### src/design/rgb_led_pkg.sv
`timescale 1ns / 1ps
// ----------------------------------------------------------------------------
// rgb_led_pkg
// Shared codes, widths and reset values for the rgb led fade/mode controller.
// ----------------------------------------------------------------------------
package rgb_led_pkg;

    localparam int LevelW  = 8;
    localparam int LightW  = 10;
    localparam int ModeW   = 3;
    localparam int NibW    = 4;
    localparam int ColourW = 3;
    localparam int MinuteW = 5;
    localparam int CfgIdxW = 2;
    localparam int CfgW    = 10;

    typedef enum logic [1:0] {
        ACT_COMMAND = 2'd0,
        ACT_FADE    = 2'd1,
        ACT_MINUTE  = 2'd2,
        ACT_UNUSED  = 2'd3
    } t_action;

    typedef enum logic [CfgIdxW-1:0] {
        CFG_FADE_TOP    = 2'd0,
        CFG_FADE_BOTTOM = 2'd1,
        CFG_DARK_THR    = 2'd2,
        CFG_NONE        = 2'd3
    } t_cfg_index;

    localparam logic [ModeW-1:0] MODE_PATTERN = 3'd0;
    localparam logic [ModeW-1:0] MODE_RED     = 3'd1;
    localparam logic [ModeW-1:0] MODE_GREEN   = 3'd2;
    localparam logic [ModeW-1:0] MODE_BLUE    = 3'd3;
    localparam logic [ModeW-1:0] MODE_TIMER   = 3'd4;
    localparam logic [ModeW-1:0] MODE_SLEEP   = 3'd5;
    localparam logic [ModeW-1:0] MODE_SENSOR  = 3'd6;
    localparam logic [NibW-1:0]  MODE_MAX_NIB = 4'd6;

    localparam logic [NibW-1:0]    PAT_CYCLE     = 4'd9;
    localparam logic [NibW-1:0]    PAT_LAST_FIX  = 4'd8;
    localparam logic [ColourW-1:0] COLOUR_WHITE  = 3'd7;
    localparam logic [LevelW-1:0]  LEVEL_MAX     = 8'd255;
    localparam logic [MinuteW:0]   MINUTE_WRAP   = 6'd17;

    localparam logic [LevelW-1:0] RST_FADE_TOP    = 8'd200;
    localparam logic [LevelW-1:0] RST_FADE_BOTTOM = 8'd1;
    localparam logic [LightW-1:0] RST_DARK_THR    = 10'd400;
    localparam logic [ModeW-1:0]  RST_MODE        = 3'd1;
    localparam logic [NibW-1:0]   RST_PATTERN     = 4'd9;

endpackage

### src/design/rgb_led_fade_mode_controller.sv
`timescale 1ns / 1ps
// ----------------------------------------------------------------------------
// rgb_led_fade_mode_controller
// Mode/command decoder, color fade ramp and minute timer for an rgb led.
//
//   channel | dir | fields (low bit first)
//   s_axis  | in  | tdata: command_byte[7:0], light_level[17:8]; tuser: action
//   m_axis  | out | tdata: red[7:0], green[15:8], blue[23:16], off[24], mode[27:25]
//   cfg     | in  | index: 0 fade_top, 1 fade_bottom, 2 dark_threshold; data
//
// one request per cycle unless a stalled result holds the pipe; a request passes through
// the input register, then the result register after one pass of update logic
// synchronous active-low reset clears both stages and restores register values
// a stalled result holds the result register; input register still fills once
// cfg channel is always ready
// ----------------------------------------------------------------------------
module rgb_led_fade_mode_controller (
    input  logic        i_clk,
    input  logic        i_rst_n,
    input  logic        s_axis_tvalid,
    output logic        s_axis_tready,
    input  logic [23:0] s_axis_tdata,   // command_byte, light_level, pad
    input  logic [1:0]  s_axis_tuser,   // action
    output logic        m_axis_tvalid,
    input  logic        m_axis_tready,
    output logic [31:0] m_axis_tdata,   // red, green, blue, lights_off, mode, pad
    input  logic        i_cfg_valid,
    output logic        o_cfg_ready,
    input  logic [1:0]  i_cfg_index,
    input  logic [9:0]  i_cfg_data
);

    localparam int LW = rgb_led_pkg::LevelW;
    localparam int TW = rgb_led_pkg::LightW;
    localparam int MW = rgb_led_pkg::ModeW;
    localparam int NW = rgb_led_pkg::NibW;
    localparam int CW = rgb_led_pkg::ColourW;
    localparam int UW = rgb_led_pkg::MinuteW;

    // config registers
    logic [LW-1:0] r_fade_top, r_fade_bottom;
    logic [TW-1:0] r_dark_thr;

    // pipeline
    logic          r_in_valid, r_out_valid;
    logic [1:0]    r_in_action;
    logic [7:0]    r_in_cmd;
    logic [TW-1:0] r_in_light;
    logic [31:0]   r_out_data;
    logic          out_free, advance;

    // state
    logic [MW-1:0] r_mode, n_mode;
    logic [NW-1:0] r_pattern, n_pattern;
    logic [CW-1:0] r_colour, n_colour;
    logic          r_falling, n_falling;
    logic [LW-1:0] r_fade, n_fade;
    logic [LW-1:0] r_red, n_red, r_green, n_green, r_blue, n_blue;
    logic [NW-1:0] r_limit, n_limit;
    logic [UW-1:0] r_count, n_count;

    logic          bright, off, fade_en;
    logic [NW-1:0] nib, arg;
    logic [LW-1:0] lvl;
    logic [UW:0]   count_inc;
    logic [NW-1:0] colour_next;

    assign o_cfg_ready   = 1'b1;
    assign out_free      = !r_out_valid || m_axis_tready;
    assign advance       = r_in_valid && out_free;
    assign s_axis_tready = !r_in_valid || out_free;
    assign m_axis_tvalid = r_out_valid;
    assign m_axis_tdata  = r_out_data;

    assign bright      = r_in_light > r_dark_thr;
    assign nib         = r_in_cmd[7:4];
    assign arg         = r_in_cmd[3:0];
    assign count_inc   = {1'b0, r_count} + {{UW{1'b0}}, 1'b1};
    assign colour_next = {1'b0, r_colour} + {{(NW-1){1'b0}}, 1'b1};
    assign fade_en     = (r_mode == rgb_led_pkg::MODE_PATTERN)
                      || (r_mode == rgb_led_pkg::MODE_SLEEP)
                      || (r_mode == rgb_led_pkg::MODE_SENSOR && !bright);

    always_comb begin
        n_mode    = r_mode;
        n_pattern = r_pattern;
        n_colour  = r_colour;
        n_falling = r_falling;
        n_fade    = r_fade;
        n_red     = r_red;
        n_green   = r_green;
        n_blue    = r_blue;
        n_limit   = r_limit;
        n_count   = r_count;
        lvl       = r_fade;
        off       = 1'b0;

        case (rgb_led_pkg::t_action'(r_in_action))
            rgb_led_pkg::ACT_COMMAND: begin
                if (nib > rgb_led_pkg::MODE_MAX_NIB) begin
                    n_mode = rgb_led_pkg::MODE_PATTERN;
                end else begin
                    n_mode = nib[MW-1:0];
                    case (nib[MW-1:0])
                        rgb_led_pkg::MODE_PATTERN: begin
                            n_pattern = arg;
                            if (arg >= 4'd1 && arg <= rgb_led_pkg::PAT_LAST_FIX) begin
                                n_colour = CW'(arg - 4'd1);
                            end else if (arg == rgb_led_pkg::PAT_CYCLE) begin
                                n_colour = '0;
                            end
                        end
                        rgb_led_pkg::MODE_RED:   n_red   = {{(LW-NW){1'b0}}, arg};
                        rgb_led_pkg::MODE_GREEN: n_green = {{(LW-NW){1'b0}}, arg};
                        rgb_led_pkg::MODE_BLUE:  n_blue  = {{(LW-NW){1'b0}}, arg};
                        rgb_led_pkg::MODE_TIMER, rgb_led_pkg::MODE_SLEEP: begin
                            n_limit = arg;
                            n_count = '0;
                        end
                        default: ;
                    endcase
                end
            end
            rgb_led_pkg::ACT_FADE: begin
                if (fade_en) begin
                    if (!r_falling) begin
                        lvl = (r_fade < rgb_led_pkg::LEVEL_MAX) ? r_fade + 8'd1 : r_fade;
                    end else begin
                        lvl = (r_fade > '0) ? r_fade - 8'd1 : r_fade;
                    end
                    n_fade = lvl;
                    // paint current color
                    n_red   = '0;
                    n_green = '0;
                    n_blue  = '0;
                    case (r_colour)
                        3'd0: n_red = lvl;
                        3'd1: begin n_red = lvl; n_green = lvl >> 1; end
                        3'd2: begin n_red = lvl; n_green = lvl; end
                        3'd3: n_green = lvl;
                        3'd4: begin n_green = lvl; n_blue = lvl; end
                        3'd5: n_blue = lvl;
                        3'd6: begin n_red = lvl; n_blue = lvl; end
                        default: begin n_red = lvl; n_green = lvl; n_blue = lvl; end
                    endcase
                    if (!r_falling) begin
                        if (lvl >= r_fade_top) n_falling = 1'b1;
                    end else if (lvl <= r_fade_bottom) begin
                        n_falling = 1'b0;
                        n_fade    = '0;
                        if (r_pattern == colour_next) begin
                            n_colour = r_colour;
                        end else if (r_pattern == rgb_led_pkg::PAT_CYCLE) begin
                            n_colour = colour_next[CW-1:0];
                        end else begin
                            n_colour = rgb_led_pkg::COLOUR_WHITE;
                        end
                    end
                end
            end
            rgb_led_pkg::ACT_MINUTE: begin
                n_count = (count_inc >= rgb_led_pkg::MINUTE_WRAP) ? '0 : count_inc[UW-1:0];
            end
            default: ;
        endcase

        // timer expiry, sleep expiry and lights-off flag
        if (n_mode == rgb_led_pkg::MODE_TIMER && n_count >= {1'b0, n_limit}) begin
            n_mode = rgb_led_pkg::MODE_PATTERN;
        end
        if (n_mode == rgb_led_pkg::MODE_SLEEP && n_count >= {1'b0, n_limit}) off = 1'b1;
        if (n_mode == rgb_led_pkg::MODE_SENSOR && bright) off = 1'b1;
    end

    always_ff @(posedge i_clk) begin
        if (!i_rst_n) begin
            r_fade_top    <= rgb_led_pkg::RST_FADE_TOP;
            r_fade_bottom <= rgb_led_pkg::RST_FADE_BOTTOM;
            r_dark_thr    <= rgb_led_pkg::RST_DARK_THR;
            r_in_valid    <= 1'b0;
            r_out_valid   <= 1'b0;
            r_mode        <= rgb_led_pkg::RST_MODE;
            r_pattern     <= rgb_led_pkg::RST_PATTERN;
            r_colour      <= '0;
            r_falling     <= 1'b0;
            r_fade        <= '0;
            r_red         <= '0;
            r_green       <= '0;
            r_blue        <= '0;
            r_limit       <= '0;
            r_count       <= '0;
        end else begin
            if (i_cfg_valid) begin
                case (rgb_led_pkg::t_cfg_index'(i_cfg_index))
                    rgb_led_pkg::CFG_FADE_TOP:    r_fade_top    <= i_cfg_data[LW-1:0];
                    rgb_led_pkg::CFG_FADE_BOTTOM: r_fade_bottom <= i_cfg_data[LW-1:0];
                    rgb_led_pkg::CFG_DARK_THR:    r_dark_thr    <= i_cfg_data[TW-1:0];
                    default: ;
                endcase
            end
            if (s_axis_tvalid && s_axis_tready) begin
                r_in_valid <= 1'b1;
            end else if (advance) begin
                r_in_valid <= 1'b0;
            end
            if (advance) begin
                r_out_valid <= 1'b1;
                r_mode      <= n_mode;
                r_pattern   <= n_pattern;
                r_colour    <= n_colour;
                r_falling   <= n_falling;
                r_fade      <= n_fade;
                r_red       <= n_red;
                r_green     <= n_green;
                r_blue      <= n_blue;
                r_limit     <= n_limit;
                r_count     <= n_count;
            end else if (m_axis_tready) begin
                r_out_valid <= 1'b0;
            end
        end
    end

    // payload registers
    always_ff @(posedge i_clk) begin
        if (s_axis_tvalid && s_axis_tready) begin
            r_in_action <= s_axis_tuser;
            r_in_cmd    <= s_axis_tdata[7:0];
            r_in_light  <= s_axis_tdata[17:8];
        end
        if (advance) begin
            r_out_data <= {4'd0, n_mode, off, n_blue, n_green, n_red};
        end
    end

endmodule
### config.mk
export PLATFORM = sky130hd
export DESIGN_NAME = rgb_led_fade_mode_controller
export DESIGN_NICKNAME = d
export VERILOG_FILES = /design/src/design/rgb_led_pkg.sv /design/src/design/rgb_led_fade_mode_controller.sv
export SDC_FILE = /design/constraint.sdc
export NUM_CORES = 1
export LEC_CHECK = 0
export BUFFER_PORTS_ARGS = -buffer_cell sky130_fd_sc_hd__buf_2
export CAP_MARGIN = 30
export CORE_MARGIN = 2
export CORE_UTILIZATION = 55
export CTS_BUF_LIST = sky130_fd_sc_hd__clkbuf_8
export DETAILED_ROUTE_END_ITERATION = 7
export PLACE_DENSITY = 0.72
export SYNTH_ARGS = -nofsm -noshare
export SYNTH_HDL_FRONTEND = slang
export SYNTH_SLANG_ARGS = --single-unit
### constraint.sdc
create_clock -name i_clk -period 6.3 [get_ports i_clk]
set_input_delay 0.945 -clock i_clk [delete_from_list [all_inputs] [get_ports i_clk]]
set_output_delay 0.945 -clock i_clk [all_outputs]
set_load 0.01 [all_outputs]
# Yosys cells after proc, flatten, opt, wreduce, memory -nomap -nowiden
# Index checks and enable logic that the tools add are counted.
# W data, S select, Z words.
[word_totals]
mem_bits_rw = 0
n_memories = 0
input_bits = 43
regBits = 128
wordCells = 148
latchBits = 0
output_inout_bits = 35
mem_bits_ro = 0
[classes]
add_sub_neg = 5
magnitude_cmp = 10
bitwise_logic = 1
n_mul = 0
div = 0
n_shift = 0
mux = 50
n_reduce_logical = 32
n_eq_ne = 30
[ops]
columns = ["operator", "n"]
rows = [
  ["$mux W8", 18],
  ["$pmux W8 S2", 4],
  ["$mux W3", 12],
  ["$eq A3 B3 Y1 const B", 10],
  ["$mux W5", 3],
  ["$eq A3 B2 Y1 const B", 4],
  ["$mux W4", 3],
  ["$ne A2 B2 Y1 const B", 6],
  ["$gt A10 B10 Y1", 1],
  ["$pmux W5 S2", 1],
  ["$logic_not A3 Y1", 3],
  ["$reduce_and A9 Y1", 1],
  ["$add A8 B1 Y8 const B", 1],
  ["$eq A4 B4 Y1 const B", 2],
  ["$ge A8 B8 Y1", 1],
  ["$gt A8 B1 Y1 const B", 1],
  ["$le A8 B8 Y1", 1],
  ["$lt A8 B8 Y1 const B", 1],
  ["$mux W1", 8],
  ["$sub A8 B1 Y8 const B", 1],
  ["$logic_and A1 B1 Y1", 7],
  ["$add A5 B1 Y6 const B", 1],
  ["$eq A3 B1 Y1 const B", 2],
  ["$ge A6 B5 Y1 const B", 1],
  ["other kinds (22)", 35],
]

# Logic depth before layout (Yosys ltp)
[logic_depth]
ltp_word = 11
depth_mapped = 15
ltp_nobuf = 14

# Worst setup path after synthesis
# OpenSTA, ideal clock, no wires.
[synth_timing]
kind = "reg2reg"
start = "register r_fade[0]"
end = "register r_colour[2]"
synth_period_minus_slack_ns = 3.166
n_path_buf = 1
setup_ns = 0.119
path_stages_with_launch = 14
arrival_time_ns = 3.047
t_required_ns = 6.181
slack_ns = 3.134
path_cell_list = "dfxtp_1 > clkbuf_1 > inv_1 > ha_1 > nand3_1 > mux2_2 > mux2i_2 > ha_1 > and3b_1 > o221ai_1 > a41oi_1 > a221oi_1 > o21ai_1 > o221a_2"
[synth_between]
elab_chain_len = 8
elab_cells_between_ends = 12
cone_classes = "add/sub: 2; order compare: 3; eq/ne: 1; mux: 5; reduce/logical: 1"
[synth_lines]
columns = ["item", "line", "text"]
rows = [
  ["start: declaration", "rgb_led_fade_mode_controller.sv:57", "logic [LW-1:0] r_fade, n_fade;"],
  ["start signal: assignment", "rgb_led_fade_mode_controller.sv:212", "r_fade <= n_fade;"],
  ["$add A8 B1 Y8 (tied with other cells)", "rgb_led_fade_mode_controller.sv:127", "lvl = (r_fade < rgb_led_pkg::LEVEL_MAX) ? r_fade + 8'd1 : r_fade;"],
  ["$mux W8 (on tied branches)", "rgb_led_fade_mode_controller.sv:127, rgb_led_fade_mode_controller.sv:129", ""],
  ["$mux W8 (*)", "rgb_led_fade_mode_controller.sv:126", "if (!r_falling) begin"],
  ["$mux W8 (*)", "rgb_led_fade_mode_controller.sv:125", "if (fade_en) begin"],
  ["$mux W8 (*)", "rgb_led_fade_mode_controller.sv:98", "case (rgb_led_pkg::t_action'(r_in_action))"],
  ["$le A8 B8 Y1 (*)", "rgb_led_fade_mode_controller.sv:148", "end else if (lvl <= r_fade_bottom) begin"],
  ["$ne A2 B2 Y1 (no line) (*)", "--", ""],
  ["$reduce_and A9 Y1 (no line) (*)", "--", ""],
  ["end signal: assignment", "rgb_led_fade_mode_controller.sv:210", "r_colour <= n_colour;"],
  ["end: declaration", "rgb_led_fade_mode_controller.sv:55", "logic [CW-1:0] r_colour, n_colour;"],
]
# Every way passes the cells marked *; elsewhere a longest branch is shown, timed or not. The select of a mux whose other input is x is not followed.
# A chain may end at the register's enable or synchronous reset.

# Worst setup path after layout
# Ends and elaborated chain as after synthesis.

==> flow_metrics.py <==
metrics = {
    "placement": {
        "io_buffers": 66,
        "gp_congestion": 0.876,
        "place_hpwl_mm": 11.4,
        "placedCellCount": 938,
    },
    "synth": {
        "synth_edf_count": 48,
        "yosysSeqAreaShare_pct": 43.9,
        "synthFlopType": "dfxtp_1",
        "yosys.cell_types.count": 78,
        "ys_warn_count": 0,
        "mappedNetlistArea_um2": 6940,
        "synthArstFlopShare_pct": 0,
        "synthCells": 736,
        "ys_seq_elements": 128,
        "avgSynthCellArea_um2": 9.43,
    },
    "setup_path": {
        "cp.arrival_ns": 4.75,
        "crit_path_frequent_cell": "ha_1",
        "crit_buf_inv": 1,
        "crit_path_cell_trace": "ha_1, nor2b_1, nand4_1, mux4_2, inv_1, ha_1, and4_1, and3_1, a41oi_1, a221oi_1, o21ai_1, nor2_1, o221a_2",
        "cp_top_family": "compound AO/OA/AOI/OAI gates",
        "r2r_cells": 13,
        "critPathMaxStageDelay_ns": 0.76,
        "crit_cells": 13,
        "start_kind": "flop",
        "crit_fanout": 11,
        "startpoint": "r_fade[0]",
        "critPathRequiredTime_ns": 6.66,
        "worstSetupPathType": "flop to flop",
        "timing.rr.start": "r_fade[0]",
        "crit_slowest_cell": "a41oi_1",
        "regToRegSetupSlack_ns": 1.91,
        "cp-end-kind": "flop",
        "timing.rr.end": "r_colour[2]",
    },
    "finish": {
        "syn_to_final_growth_pct": 11.9,
        "fillers": 1078,
        "antennaDiodeCount": 0,
        "drive_above_1_share_pct": 15.5,
        "final_cells": 970,
        "nets": 868,
    },
    "timing": {
        "slew_headroom_pct": 30.7,
        "worst_slew_pin_slew_ns": 1.04,
        "setup_violations": 0,
        "hold_viol_final": 0,
        "fmax_mhz": 228,
        "period_share_pct": 69.7,
        "grt_setup_unrepaired": "no",
        "fin_skew_ns": 0.0167,
        "fin_setup_tns_ns": 0,
        "fin_crit_ns": 4.39,
        "slew_violations": 0,
    },
    "cts": {
        "cts_setup_buffers": 0,
        "insertion_delay_ns": 0.46,
        "clk_path_buf_depth": 2,
        "cts_hold_buf": 0,
        "clk_pin_slew_ns": 0.08,
        "htreeDepth": 4,
        "cts_buffers": 17,
        "cts_resized": 0,
        "cts_tree": "built",
        "root_buffer": "clkbuf_8",
        "clkSinkCount": 128,
    },
    "hold_path": {
        "hp-class": "flop to flop",
        "min_from": "r_blue[4]",
        "whs_path_depth": 1,
        "hold-path-endpoint": "r_blue[4]",
    },
    "grt": {
        "grt.overflow.total": 0,
        "grt_max_degree": 74,
        "grt_pass1_vias": 5367,
        "grt.total_usage_pct": 24.8,
        "grt_pass1_wl_mm": 26.1,
        "grt_antenna_before_repair": 0,
    },
    "route": {
        "post_drt_via_cell_ratio": 5.88,
        "drtPass1Iterations": 5,
        "drt-initial-drc-count": 453,
        "drc_errors": 0,
        "post_drt_wl_per_cell_um": 16.6,
        "wirelength_mm": 16.1,
        "drtAntennaViolNets": 0,
        "num_vias": 5699,
    },
    "die": {
        "die_w_um": 116,
        "dieArea_um2": 13500,
        "ios": 78,
        "core_area_um2": 12500,
        "initial_core_util_pct": 55.7,
        "rows": 41,
        "die-height_um": 116,
    },
    "pwr": {
        "power.total_mw": 1.85,
        "peakVddDrop_mv": 0.280,
        "power_density_nw_per_um2": 238,
        "power_leakage_nw": 3.09,
    },
    "job": {
        "max_cap_violations": 0,
    },
    "outcome": {
        "status": "finished, final reports clean",
    },
}
==> flip-flops by register name (all words and copies together) (netlist names), 3 cells and up <==
register,flops
r_in_cmd,8
r_colour,3
r_fade,8
r_in_light,10
r_green,8
r_red,8
r_fade_top,8
r_fade_bottom,8
r_count,5
r_pattern,4
r_limit,4
r_dark_thr,10
r_mode,3
r_blue,8
m_axis_tdata,28
==> layer usage <==
metal,vias up,share of wire (%),GRT usage [%],routed length (um)
met2,201,48,40.4,7640
met1,2699,44,31.8,7010
met5,-,0,0,0
met3,39,6.3,6.02,1020
met4,0,2.5,10.2,402
li1,2760,-,-,-
==> per-stage QoR <==
stage	cell area [um2]	hold slack [ns]	utilization (%)	worst slack, ns
final	7760	0.467	62.3	1.91
after detailed placement	7330	0.447	58.8	1.98
after global routing	7760	0.487	62.3	1.59
after floorplan	6950	0.424	-	3.13
after global placement	7330	0.438	58.8	2.13
after CTS	7760	0.469	62.3	1.92
==> layout make-up <==
class	count	area [um2]	area share, %
Multi-Input combinational cell	523	3530	45.5
Sequential cell	128	3040	39.2
Timing Repair Buffer	72	375	4.83
Clock buffer	17	234	3.01
Tap cell	172	215	2.77
Clock inverter	15	201	2.59
Inverter	43	161	2.08
==> cells in the mapped netlist (all sizes together), types with 5 or more instances <==
cell type,count,share of area [%]
a22oi,5,0.54
a32o,6,0.87
and2,11,0.99
a31oi,6,0.54
or2,7,0.63
nand4,6,0.54
nor2b,25,2.3
mux2i,19,2.8
nand2b,9,0.81
dfxtp,80,23
a221o,7,1.0
inv,42,2.3
nand3,24,1.7
o211a,5,0.72
nor3b,5,0.54
a21oi,30,2.2
nor2,40,2.2
buf,16,1.5
a211o,6,0.76
o2bb2ai,10,1.3
a21o,5,0.56
clkbuf,29,1.6
edfxtp,48,21
and3,6,0.54
a21boi,16,1.7
nor4,6,0.63
o21ai,37,2.7
o211ai,13,1.4
nor3,13,1.0
a211oi,5,0.61
nand2,82,4.4
ha,40,7.2
a22o,12,1.6
==> layout by cell type (no fill, tap or decap), drive strengths merged, types with 7 or more instances in the layout <==
| cell type | instances |
|---|---|
| nand2b | 9 |
| a221o | 7 |
| nor2 | 40 |
| inv | 44 |
| or2 | 7 |
| nor2b | 25 |
| nor3 | 13 |
| o211ai | 13 |
| a22o | 12 |
| a21oi | 30 |
| ha | 40 |
| o21ai | 37 |
| a21boi | 16 |
| mux2i | 19 |
| nand3 | 24 |
| edfxtp | 48 |
| clkinv | 8 |
| buf | 72 |
| nand2 | 82 |
| dfxtp | 80 |
| and2 | 11 |
| o2bb2ai | 10 |
| clkbuf | 17 |
==> power by group <==
part	internal, mW	switching, mW	total, mW
clock network	0.462	0.323	0.784
logic	0.0610	0.0930	0.154
registers	0.889	0.0205	0.909
total	1.41	0.436	1.85
==> worst max-delay path by stage <==
stage,end,slack (ns)
2_1_floorplan,r_colour[2],3.13
3_3_place_gp,r_colour[2],2.13
3_5_place_dp,r_colour[2],1.98
4_1_cts,r_colour[2],1.92
5_1_grt,r_colour[2],1.59
6_report,r_colour[2],1.91
==> kinds of logic (layout without fill, tap and decap cells) <==
group	count (synthesis)	in the layout	share of synthesized area (%)
other cells	2	5	0.108
simple gates	250	250	18.2
xor+xnor	8	8	1.01
flops	128	128	43.9
fa+ha+maj	40	40	7.21
compound gates	197	197	20.7
mux	23	23	3.61
buf+inv	88	147	5.39
Note: power is estimated with default switching activity, not from simulation.
